**config.mk**
```make
export PLATFORM = sky130hd
export DESIGN_NAME = bhp_queue
export DESIGN_NICKNAME = d
export VERILOG_FILES = /design/src/hdl/bhp_pkg.sv /design/src/hdl/bhp_queue.sv
export SDC_FILE = /design/constraint.sdc
export NUM_CORES = 1
export LEC_CHECK = 0
export BUFFER_PORTS_ARGS = -buffer_cell sky130_fd_sc_hd__buf_4
export CORE_MARGIN = 10
export CORE_UTILIZATION = 47
export DETAILED_ROUTE_END_ITERATION = 7
export HOLD_SLACK_MARGIN = 0.05
export PLACE_DENSITY = 0.76
export SYNTH_ARGS = -nofsm -noshare
export SYNTH_HDL_FRONTEND = slang
export SYNTH_SLANG_ARGS = --single-unit
```
**constraint.sdc**
```tcl
create_clock -name clock -period 3.9 [get_ports clock]
set_clock_uncertainty 0.15 [all_clocks]
set_input_delay 0.195 -clock clock [delete_from_list [all_inputs] [get_ports clock]]
set_output_delay 0.195 -clock clock [all_outputs]
set_load 0.01 [all_outputs]
```
**src/hdl/bhp_pkg.sv**
```systemverilog
// Shared types and constants of the branch history predictor.
`default_nettype none

package bhp_pkg;

   localparam int unsigned TABLE_ENTRIES = 1024;   // power of two, 16 to 65536
   localparam int unsigned IDX_W         = $clog2(TABLE_ENTRIES);
   localparam int unsigned TAG_W         = 30;
   localparam int unsigned QUEUE_DEPTH   = 2;
   localparam int unsigned QPTR_W        = $clog2(QUEUE_DEPTH);
   localparam int unsigned QCNT_W        = $clog2(QUEUE_DEPTH + 1);

   localparam logic [6:0] OPCODE_MASK   = 7'h7F;
   localparam logic [6:0] BRANCH_OPCODE = 7'h63;

   localparam logic [1:0] SEEN_NONE = 2'd0;
   localparam logic [1:0] SEEN_ONE  = 2'd1;
   localparam logic [1:0] SEEN_TWO  = 2'd2;

   // A classified branch on its way from the front to the back.
   typedef struct packed {
      logic [31:0] inst_pc;
      logic [31:0] taken_target;
      logic [31:0] fall_through;
      logic [31:0] actual_next_pc;
   } bhp_item_type;

   // One history table row.
   typedef struct packed {
      logic [TAG_W-1:0] tag;
      logic [1:0]       seen;
      logic [1:0]       outcomes;   // bit 0 last, bit 1 older; 1 = taken
   } bhp_entry_type;

   localparam int unsigned ENTRY_W = $bits(bhp_entry_type);

   typedef struct packed {
      logic valid;
      logic full;
   } bhp_queue_status_type;

   typedef struct packed {
      logic clearing;
   } bhp_back_status_type;

   typedef enum logic [1:0] {
      ST_CLEAR,
      ST_IDLE,
      ST_UPDATE
   } bhp_back_state_type;

endpackage

`default_nettype wire

```
**src/hdl/bhp_queue.sv**
```systemverilog
// Short queue of classified branches between front and back.
`default_nettype none

module bhp_queue
   import bhp_pkg::*;
(
   input  wire logic           clock,
   input  wire logic           reset,
   input  wire logic           push,
   input  wire bhp_item_type   push_item,
   input  wire logic           pop,
   output bhp_item_type        head_item,
   output bhp_queue_status_type status
);

   bhp_item_type      slot_ff [QUEUE_DEPTH];
   logic [QPTR_W-1:0] wr_ptr_ff, wr_ptr_in;
   logic [QPTR_W-1:0] rd_ptr_ff, rd_ptr_in;
   logic [QCNT_W-1:0] count_ff, count_in;
   logic              do_push, do_pop;

   assign status.valid = count_ff != '0;
   assign status.full  = count_ff == QCNT_W'(QUEUE_DEPTH);
   assign do_push      = push && !status.full;
   assign do_pop       = pop && status.valid;
   assign head_item    = slot_ff[rd_ptr_ff];

   always_comb begin
      wr_ptr_in = wr_ptr_ff;
      rd_ptr_in = rd_ptr_ff;
      count_in  = count_ff;
      if (do_push) begin
         wr_ptr_in = (wr_ptr_ff == QPTR_W'(QUEUE_DEPTH - 1)) ? '0 : wr_ptr_ff + QPTR_W'(1);
      end
      if (do_pop) begin
         rd_ptr_in = (rd_ptr_ff == QPTR_W'(QUEUE_DEPTH - 1)) ? '0 : rd_ptr_ff + QPTR_W'(1);
      end
      if (do_push && !do_pop) begin
         count_in = count_ff + QCNT_W'(1);
      end else if (do_pop && !do_push) begin
         count_in = count_ff - QCNT_W'(1);
      end
   end

   always_ff @(posedge clock) begin
      if (reset) begin
         wr_ptr_ff <= '0;
         rd_ptr_ff <= '0;
         count_ff  <= '0;
      end else begin
         wr_ptr_ff <= wr_ptr_in;
         rd_ptr_ff <= rd_ptr_in;
         count_ff  <= count_in;
      end
   end

   always_ff @(posedge clock) begin
      if (do_push) begin
         slot_ff[wr_ptr_ff] <= push_item;
      end
   end

endmodule

`default_nettype wire

```
==> results.cfg <==
[clocking]
numCtsBuffers = 26
clock_path_buffers = 3
clk_pin_slew_ps = 60
clock_sinks = 261
insertion_delay_ps = 510
htree_num_levels = 1
cts_tree = done
cts-root-buf = clkbuf_16

[finish]
area_growth_pct = 46.1
drive_gt1_share_pct = 51.5
n_fill_cell = 1186
layout.nets = 969
seq_area_um2 = 7790
multiInputGateArea_um2 = 1560

[placement]
pre_cts_ws_ps = 1460
port_buffers = 261
dp_hpwl_um = 14200
gp_congestion = 0.741

[yosys]
synth_flop_cell = edfxtp_1
yosysWarnings = 0
synthesis.nets = 556
async_flop_share_pct = 0
synth_cell_type_count = 15
yosys_register_bits = 261
syn_area_um2 = 9490
synth.cells.most_frequent = 256 x edfxtp_1, 128 x mux2_2, 10 x buf_6
synth_edf_count = 256
synth.area.top_cells = edfxtp_1 81%, mux2_2 15%, buf_6 1.2%
synth_cells = 423
yosys.area.top_type_share_pct = 81.0
synth.most_common_cell = edfxtp_1
yosysSeqAreaShare_pct = 82.0
avgSynthCellArea_um2 = 22.4
yosys.area.top_type = edfxtp_1

[drt]
drc = 0
dr.pass1.iters = 7
wirelength_um = 23400
avgViaCountPerCell = 4.96
routedWlPerCell_um = 21.0
drt_iter0_markers = 260
drtAntennaViolNets = 0
vias = 5527

[floorplanning]
die_area_um2 = 26300
dieWidth_um = 162
die_h_um = 162
start_util_pct = 48.3
coreArea_um2 = 19700
io-pin-count = 262
floorplan.rows = 51

[global_route]
globalRouteTotalUtil_pct = 16.9
grt_pass1_wl_um = 35000
grt_overflow_total = 0
grt_max_degree = 114
grt_pass1_vias = 6293
antenna_found_initial = 1

[setup_path]
crit_type = flop to primary output
crit_required_ps = 3560
rr_startpoint = count_ff[0]$_SDFFE_PP0P_
crit_path_end_kind = primary output
arrival_ps = 2190
startpoint_type = flop
reg2reg_slack_ps = 1440
path_max_fanout = 113

[sta]
worst_slack_ps = 1370
tightest_slew_ps = 812
slew_headroom_pct = 45.9
timing.setup.tns_ps = 0
rsz0062_at_grt = no
min_period_ps = 2530
fmax_mhz = 395
drv_slew = 0
finalSetupViolations = 0
period_share_pct = 64.9
hold_viol_final = 0

[pwr]
p_leak_nw = 5.21
irDropWorstVdd_mv = 0.603
power_density_nw_per_um2 = 604

[run]
maxCapViolCount = 0

[outcome]
status = finished clean

[min_path]
hold_path.startpoint = push_item[39]
hold_class = input port to flop
==> cell usage in the layout, fill, tap and decap left out <==
cell             n
clkinvlp_4       2
clkbuf_16       27
dfxtp_4          1
mux2_2         128
or3_1            2
or2_2            1
nor2b_2          1
dlygate4sd3_1  132
clkinv_1         3
clkinv_4         2
dfxtp_1          4
bufinv_16        3
buf_4          265
inv_1            1
clkinv_2         4
xor2_1           3
clkbuf_1         1
and2_4           1
edfxtp_1       256
ha_1             1
a21oi_1          2
buf_12           2
o21ai_0          3
nor2_1           4
diode_2          1
==> cell type report <==
cell class	instances	share of cell area (%)
tap	265	2.39
multi-input combinational	146	11.2
timing repair buffer	399	24.2
sequential	261	56.2
inverter	2	0.0812
clock buffer	28	4.90
antenna	1	0.0180
clock inverter	13	1.06
==> timing repair <==
item                      4_1_cts  5_1_grt
hold buffers                  132        0
buffers inserted                0        0
hold endpoints to repair      261        0
gates resized for setup         0        0
==> final timing paths <==
kind | to | cells after the start
worst max-delay path | head_item[118] | 3
worst min-delay path | slot_ff[0][39]$_DFFE_PP_ | 2
worst max register to register | slot_ff[1][78]$_DFFE_PP_ | 4
worst min register to register | rd_ptr_ff$_SDFFE_PP0P_ | 2
==> per-layer routing <==
layer | vias up | track usage, % | share of wire [%]
met5 | - | 0 | 0
met4 | 0 | 5.13 | 2.8
met3 | 47 | 5.64 | 7.7
met2 | 234 | 30.4 | 53
met1 | 2744 | 18.4 | 37
li1 | 2502 | - | -
==> metrics by stage <==
stage,hold slack (ps),std cells,total power [W],instance area (µm²),util (%)
after floorplan,114,423,0.00489,9500,-
after global placement,230,941,0.00584,11700,59.6
after detailed placement,233,941,0.00590,11700,59.6
after CTS,232,1114,0.00844,13900,70.6
after global routing,239,1115,0.00872,13900,70.6
final,259,1115,0.00837,13900,70.6
==> logic make-up (layout without fill, tap and decap cells) <==
kind of cell / Yosys count / count (layout) / share of synthesized area, %
compound gates: 5 / 5 / 0.264
xor+xnor: 3 / 3 / 0.277
fa+ha+maj: 1 / 1 / 0.132
buf+inv: 16 / 442 / 1.58
flops: 261 / 261 / 82.0
mux: 128 / 128 / 15.2
other cells: 0 / 1 / 0
simple gates: 9 / 9 / 0.514
==> worst max-delay path, stage by stage, from the launching register on <==
cell	delay [ps]
dfxtp_4	500
buf_12	520
mux2_2	420
buf_4	150
==> power by group <==
part           switching [W]  internal [W]  leakage, nW
sequential          0.000119       0.00353         2.43
clock               0.000962       0.00144        0.405
combinational        0.00111       0.00120         2.37
==> flip-flops by register name, indices dropped and copies added, names as in the netlist, named ones only <==
| name | flops |
|---|---|
| wr_ptr_ff | 1 |
| rd_ptr_ff | 1 |
| slot_ff | 256 |
| count_ff | 2 |
(Power assumes the default switching activity.)
