--- config.mk ---
export PLATFORM = sky130hd
export DESIGN_NAME = bhp_front
export DESIGN_NICKNAME = d
export VERILOG_FILES = /design/src/hdl/bhp_pkg.sv /design/src/hdl/bhp_front.sv
export SDC_FILE = /design/constraint.sdc
export NUM_CORES = 1
export LEC_CHECK = 0
export ABC_AREA = 1
export BUFFER_PORTS_ARGS = -buffer_cell sky130_fd_sc_hd__buf_2
export CORE_ASPECT_RATIO = 1.4
export CORE_MARGIN = 2
export CORE_UTILIZATION = 45
export DETAILED_ROUTE_END_ITERATION = 8
export MAX_ROUTING_LAYER = met4
export PLACE_DENSITY = 0.85
export RECOVER_POWER = 50
export SETUP_SLACK_MARGIN = 0.2
export SLEW_MARGIN = 20
export SYNTH_ARGS = -nofsm -noshare
export SYNTH_HDL_FRONTEND = slang
export SYNTH_SLANG_ARGS = --single-unit
--- constraint.sdc ---
create_clock -name vclk -period 2.6
set_clock_uncertainty 0.15 [all_clocks]
set_input_delay 0.26 -clock vclk [all_inputs]
set_output_delay 0.26 -clock vclk [all_outputs]
set_load 0.02 [all_outputs]
--- src/hdl/bhp_pkg.sv ---
// Shared types and constants of the branch history predictor.
`default_nettype none

package bhp_pkg;

   localparam int unsigned TABLE_ENTRIES = 1024;   // power of two, 16 to 65536
   localparam int unsigned IDX_W         = $clog2(TABLE_ENTRIES);
   localparam int unsigned TAG_W         = 30;
   localparam int unsigned QUEUE_DEPTH   = 2;
   localparam int unsigned QPTR_W        = $clog2(QUEUE_DEPTH);
   localparam int unsigned QCNT_W        = $clog2(QUEUE_DEPTH + 1);

   localparam logic [6:0] OPCODE_MASK   = 7'h7F;
   localparam logic [6:0] BRANCH_OPCODE = 7'h63;

   localparam logic [1:0] SEEN_NONE = 2'd0;
   localparam logic [1:0] SEEN_ONE  = 2'd1;
   localparam logic [1:0] SEEN_TWO  = 2'd2;

   // A classified branch on its way from the front to the back.
   typedef struct packed {
      logic [31:0] inst_pc;
      logic [31:0] taken_target;
      logic [31:0] fall_through;
      logic [31:0] actual_next_pc;
   } bhp_item_type;

   // One history table row.
   typedef struct packed {
      logic [TAG_W-1:0] tag;
      logic [1:0]       seen;
      logic [1:0]       outcomes;   // bit 0 last, bit 1 older; 1 = taken
   } bhp_entry_type;

   localparam int unsigned ENTRY_W = $bits(bhp_entry_type);

   typedef struct packed {
      logic valid;
      logic full;
   } bhp_queue_status_type;

   typedef struct packed {
      logic clearing;
   } bhp_back_status_type;

   typedef enum logic [1:0] {
      ST_CLEAR,
      ST_IDLE,
      ST_UPDATE
   } bhp_back_state_type;

endpackage

`default_nettype wire

--- src/hdl/bhp_front.sv ---
// Front end: accept transactions, drop non-branches, form both targets.
`default_nettype none

module bhp_front
   import bhp_pkg::*;
(
   input  wire logic         start,
   input  wire logic         busy,
   input  wire logic [31:0]  inst_pc,
   input  wire logic [31:0]  inst_word,
   input  wire logic [31:0]  actual_next_pc,
   output logic              push,
   output bhp_item_type      item
);

   logic        is_branch;
   logic [31:0] offset;

   assign is_branch = (inst_word[6:0] & OPCODE_MASK) == BRANCH_OPCODE;

   // B-type immediate, sign-extended from bit 12
   assign offset = {{19{inst_word[31]}}, inst_word[31], inst_word[7],
                    inst_word[30:25], inst_word[11:8], 1'b0};

   assign push = start && !busy && is_branch;

   always_comb begin
      item.inst_pc        = inst_pc;
      item.taken_target   = inst_pc + offset;
      item.fall_through   = inst_pc + 32'd4;
      item.actual_next_pc = actual_next_pc;
   end

endmodule

`default_nettype wire

==> report_table.html <==
<table>
<tr><th>Metric</th><th>Value</th></tr>
<tr><th colspan="2">Synthesis</th></tr>
<tr><td>Share of synthesized area occupied by flip-flops and latches</td><td>0%</td></tr>
<tr><td>Post-synth net total</td><td>790</td></tr>
<tr><td>Ranking of synthesized cells by area</td><td>sky130_fd_sc_hd__nand2_1 (27%), sky130_fd_sc_hd__buf_4 (15%), sky130_fd_sc_hd__inv_1 (11%), sky130_fd_sc_hd__ha_1 (11%), sky130_fd_sc_hd__xor2_1 (7.9%)</td></tr>
<tr><td>Post-Syn Instances</td><td>660</td></tr>
<tr><td>Cell area after synthesis</td><td>3428 µm²</td></tr>
<tr><td>List of most frequent post-synthesis cells</td><td>sky130_fd_sc_hd__nand2_1 (247), sky130_fd_sc_hd__inv_1 (104), sky130_fd_sc_hd__buf_4 (67)</td></tr>
<tr><td>Number of warnings issued by yosys</td><td>0</td></tr>
<tr><td>Synth top area share</td><td>27.04%</td></tr>
<tr><td>Synth cell types</td><td>26</td></tr>
<tr><td>Most instantiated library cell after synthesis</td><td>sky130_fd_sc_hd__nand2_1</td></tr>
<tr><td>Most area-hungry cell type in the Yosys netlist</td><td>sky130_fd_sc_hd__nand2_1</td></tr>
<tr><td>Avg Cell Area, Syn</td><td>5.194 µm²</td></tr>
<tr><th colspan="2">Placed design</th></tr>
<tr><td>Number of input and output port buffers inserted</td><td>146</td></tr>
<tr><td>Detailed placer's ending HPWL</td><td>9489 µm</td></tr>
<tr><td>Post-placement cell count</td><td>837</td></tr>
<tr><td>Routability congestion estimate from global placement</td><td>0.9791</td></tr>
<tr><th colspan="2">Critical path</th></tr>
<tr><td>Max Fanout on Critical Path</td><td>20</td></tr>
<tr><td>Arrival time reported for the critical path endpoint</td><td>1.92 ns</td></tr>
<tr><td>Crit start category</td><td>input pin</td></tr>
<tr><td>Path type of the worst setup path</td><td>in2out</td></tr>
<tr><td>WP data required</td><td>2.19 ns</td></tr>
<tr><td>Worst Setup End Kind</td><td>primary output</td></tr>
<tr><th colspan="2">STA</th></tr>
<tr><td>Total count of max-transition violations in the final report</td><td>0</td></tr>
<tr><td>Hold_ws</td><td>0.3700 ns</td></tr>
<tr><td>Setup Total Neg Slack</td><td>0 ns</td></tr>
<tr><td>Actual transition at the worst max-transition pin</td><td>0.3257 ns</td></tr>
<tr><td>Unrepaired setup endpoints after global routing</td><td>true</td></tr>
<tr><td>Time the worst path needs with I/O delays and setup</td><td>2.334 ns</td></tr>
<tr><td>Final setup viols</td><td>0</td></tr>
<tr><td>Relative max-transition margin</td><td>77.98%</td></tr>
<tr><td>Crit share post-route</td><td>89.76%</td></tr>
<tr><td>Fmax</td><td>428.5 MHz</td></tr>
<tr><td>Final Hold Violating Endpoints</td><td>0</td></tr>
<tr><th colspan="2">Power</th></tr>
<tr><td>Leakage component of the power</td><td>2.378 nW</td></tr>
<tr><td>Switching portion of total power</td><td>66.69%</td></tr>
<tr><td>Total power density per cell area</td><td>256.3 nW/µm²</td></tr>
<tr><td>Peak ir drop on the vdd network</td><td>135.8 µV</td></tr>
<tr><td>Clock power share</td><td>0%</td></tr>
<tr><td>Cell internal pwr</td><td>0.3295 mW</td></tr>
<tr><td>Net switching power figure</td><td>0.6599 mW</td></tr>
<tr><td>Part of the total power dissipated in sequential elements</td><td>0%</td></tr>
<tr><td>Gate power share</td><td>100.0%</td></tr>
<tr><th colspan="2">Finish</th></tr>
<tr><td>Fin nets</td><td>872</td></tr>
<tr><td>Number of clock buffers in the layout</td><td>0</td></tr>
<tr><td>Area growth, synth to finish</td><td>12.59%</td></tr>
<tr><td>Final core utilization</td><td>52.44%</td></tr>
<tr><td>Final std cells w/o fill</td><td>837</td></tr>
<tr><td>Register cell area after layout</td><td>0 µm²</td></tr>
<tr><td>Sequential cell count</td><td>0</td></tr>
<tr><td>Final antenna diode count</td><td>0</td></tr>
<tr><td>Fraction of layout instances using a drive strength above 1</td><td>20.95%</td></tr>
<tr><th colspan="2">Floorplanning</th></tr>
<tr><td>Die X</td><td>77.77 µm</td></tr>
<tr><td>DIE AREA</td><td>8343 µm²</td></tr>
<tr><td>Ports placed on the boundary</td><td>227</td></tr>
<tr><td>Die boundary height</td><td>107.3 µm</td></tr>
<tr><td>Number of core rows</td><td>37</td></tr>
<tr><td>Area of the core region</td><td>7361 µm²</td></tr>
<tr><td>Starting density of the core</td><td>46.57%</td></tr>
<tr><th colspan="2">Route</th></tr>
<tr><td>Final routed wirelength across all metal layers</td><td>11060 µm</td></tr>
<tr><td>DR iter-0 viols</td><td>219</td></tr>
<tr><td>Number of design rule violations left after detail routing</td><td>0</td></tr>
<tr><td>Detailed-route wire length per cell</td><td>13.22 µm</td></tr>
<tr><td>Number of antenna-violating nets in the routed design</td><td>0</td></tr>
<tr><td>Via count</td><td>4139</td></tr>
<tr><td>TritonRoute pass-1 iters</td><td>5</td></tr>
<tr><td>Via density per instance</td><td>4.945</td></tr>
<tr><th colspan="2">Global route</th></tr>
<tr><td>Pin count of the biggest net entering global routing</td><td>21</td></tr>
<tr><td>Number of antenna violations at the first check in global routing</td><td>0</td></tr>
<tr><td>GR Util met3</td><td>1.930%</td></tr>
<tr><td>M1 GR Usage</td><td>26.24%</td></tr>
<tr><td>Number of global-route vias before repair</td><td>3739</td></tr>
<tr><td>First-pass GRT wire length</td><td>16990 µm</td></tr>
<tr><td>Global Route met2 Usage</td><td>49.01%</td></tr>
<tr><td>Total track usage</td><td>25.45%</td></tr>
<tr><td>GRT busiest layer</td><td>met2</td></tr>
<tr><td>Total gr overflow</td><td>0</td></tr>
<tr><th colspan="2">Outcome</th></tr>
<tr><td>Outcome</td><td>complete, no violations</td></tr>
<tr><th colspan="2">Clock tree</th></tr>
<tr><td>Number of buffers inserted by post-CTS setup repair</td><td>0</td></tr>
<tr><th colspan="2">Run</th></tr>
<tr><td>Number of maximum-capacitance violations</td><td>0</td></tr>
<tr><th colspan="2">Min path</th></tr>
<tr><td>Hold Crit Class</td><td>in2out</td></tr>
</table>
[kinds of logic (layout without fill, tap and decap cells)]
family / after synthesis / in the layout / synth area share [%]
AO/OA/AOI/OAI: 25 / 25 / 3.942
XOR/XNOR: 43 / 43 / 10.99
adder cells (fa/ha/maj): 32 / 32 / 11.90
buffers and inverters: 180 / 260 / 27.04
AND/OR/NAND/NOR: 380 / 380 / 46.13
[final cells by class]
class,count,area (µm²)
fillers,813,3501
multi-input cells,480,2604
repair buffers,147,710.7
inverters,113,424.2
well taps,97,121.4
[stage by stage]
stage               area, µm²  setup WS, ns  power [mW]
floorplan                3428        0.4293      0.7517
global placement         3785        0.1647      0.9543
detailed placement       3785        0.1498      0.9633
CTS                      3792        0.2418      0.9678
global route             3860        0.1850       1.088
finish                   3860        0.2663      0.9894
[cell usage in the layout, fill, tap and decap left out, types with 2 or more instances in the layout]
| cell | instances |
|---|---|
| sky130_fd_sc_hd__a21oi_1 | 20 |
| sky130_fd_sc_hd__buf_2 | 115 |
| sky130_fd_sc_hd__buf_4 | 2 |
| sky130_fd_sc_hd__clkbuf_1 | 29 |
| sky130_fd_sc_hd__ha_1 | 23 |
| sky130_fd_sc_hd__ha_2 | 3 |
| sky130_fd_sc_hd__ha_4 | 5 |
| sky130_fd_sc_hd__inv_1 | 104 |
| sky130_fd_sc_hd__inv_2 | 9 |
| sky130_fd_sc_hd__nand2_1 | 242 |
| sky130_fd_sc_hd__nand2_2 | 6 |
| sky130_fd_sc_hd__nand3_1 | 37 |
| sky130_fd_sc_hd__nand3_2 | 4 |
| sky130_fd_sc_hd__nand4_1 | 9 |
| sky130_fd_sc_hd__nor2_1 | 56 |
| sky130_fd_sc_hd__nor2_2 | 4 |
| sky130_fd_sc_hd__nor2_4 | 2 |
| sky130_fd_sc_hd__nor3_1 | 12 |
| sky130_fd_sc_hd__nor3_2 | 3 |
| sky130_fd_sc_hd__o21bai_1 | 3 |
| sky130_fd_sc_hd__xnor2_1 | 12 |
| sky130_fd_sc_hd__xor2_1 | 31 |
[worst paths after layout]
path                        to  cells past startpoint          startpoint
worst max-delay path  item[81]                     10       inst_word[31]
worst min-delay path  item[24]                      0  actual_next_pc[24]
[power by group through the flow]
stage                     Clock, mW  Combinational (mW)  Sequential [mW]
after global routing              0                1.09                0
after CTS                         0               0.968                0
after global placement            0               0.954                0
final                             0               0.989                0
after floorplan                   0               0.752                0
after detailed placement          0               0.963                0
[what timing repair did]
item | in CTS | in global routing
hold buffers | 0 | 0
resized for setup | 3 | 19
setup endpoints to repair | 7 | 15
pin swaps | 0 | 1
[worst max-delay path, stage by stage]
cell and delay [ns]:
sky130_fd_sc_hd__buf_6 0.16, sky130_fd_sc_hd__ha_1 0.39, sky130_fd_sc_hd__nand2_1 0.11, sky130_fd_sc_hd__inv_1 0.08
sky130_fd_sc_hd__nand2_1 0.10, sky130_fd_sc_hd__nor3_1 0.22, sky130_fd_sc_hd__nand2_1 0.08, sky130_fd_sc_hd__nand2_1 0.08
sky130_fd_sc_hd__xor2_1 0.23, sky130_fd_sc_hd__buf_2 0.21
[layer usage]
layer / wire [µm] / vias up
li1: - / 2116
met1: 4083 / 1797
met2: 5812 / 177
met3: 683 / 49
met4: 480 / 0
met5: 0 / -
(Power assumes the default switching activity.)
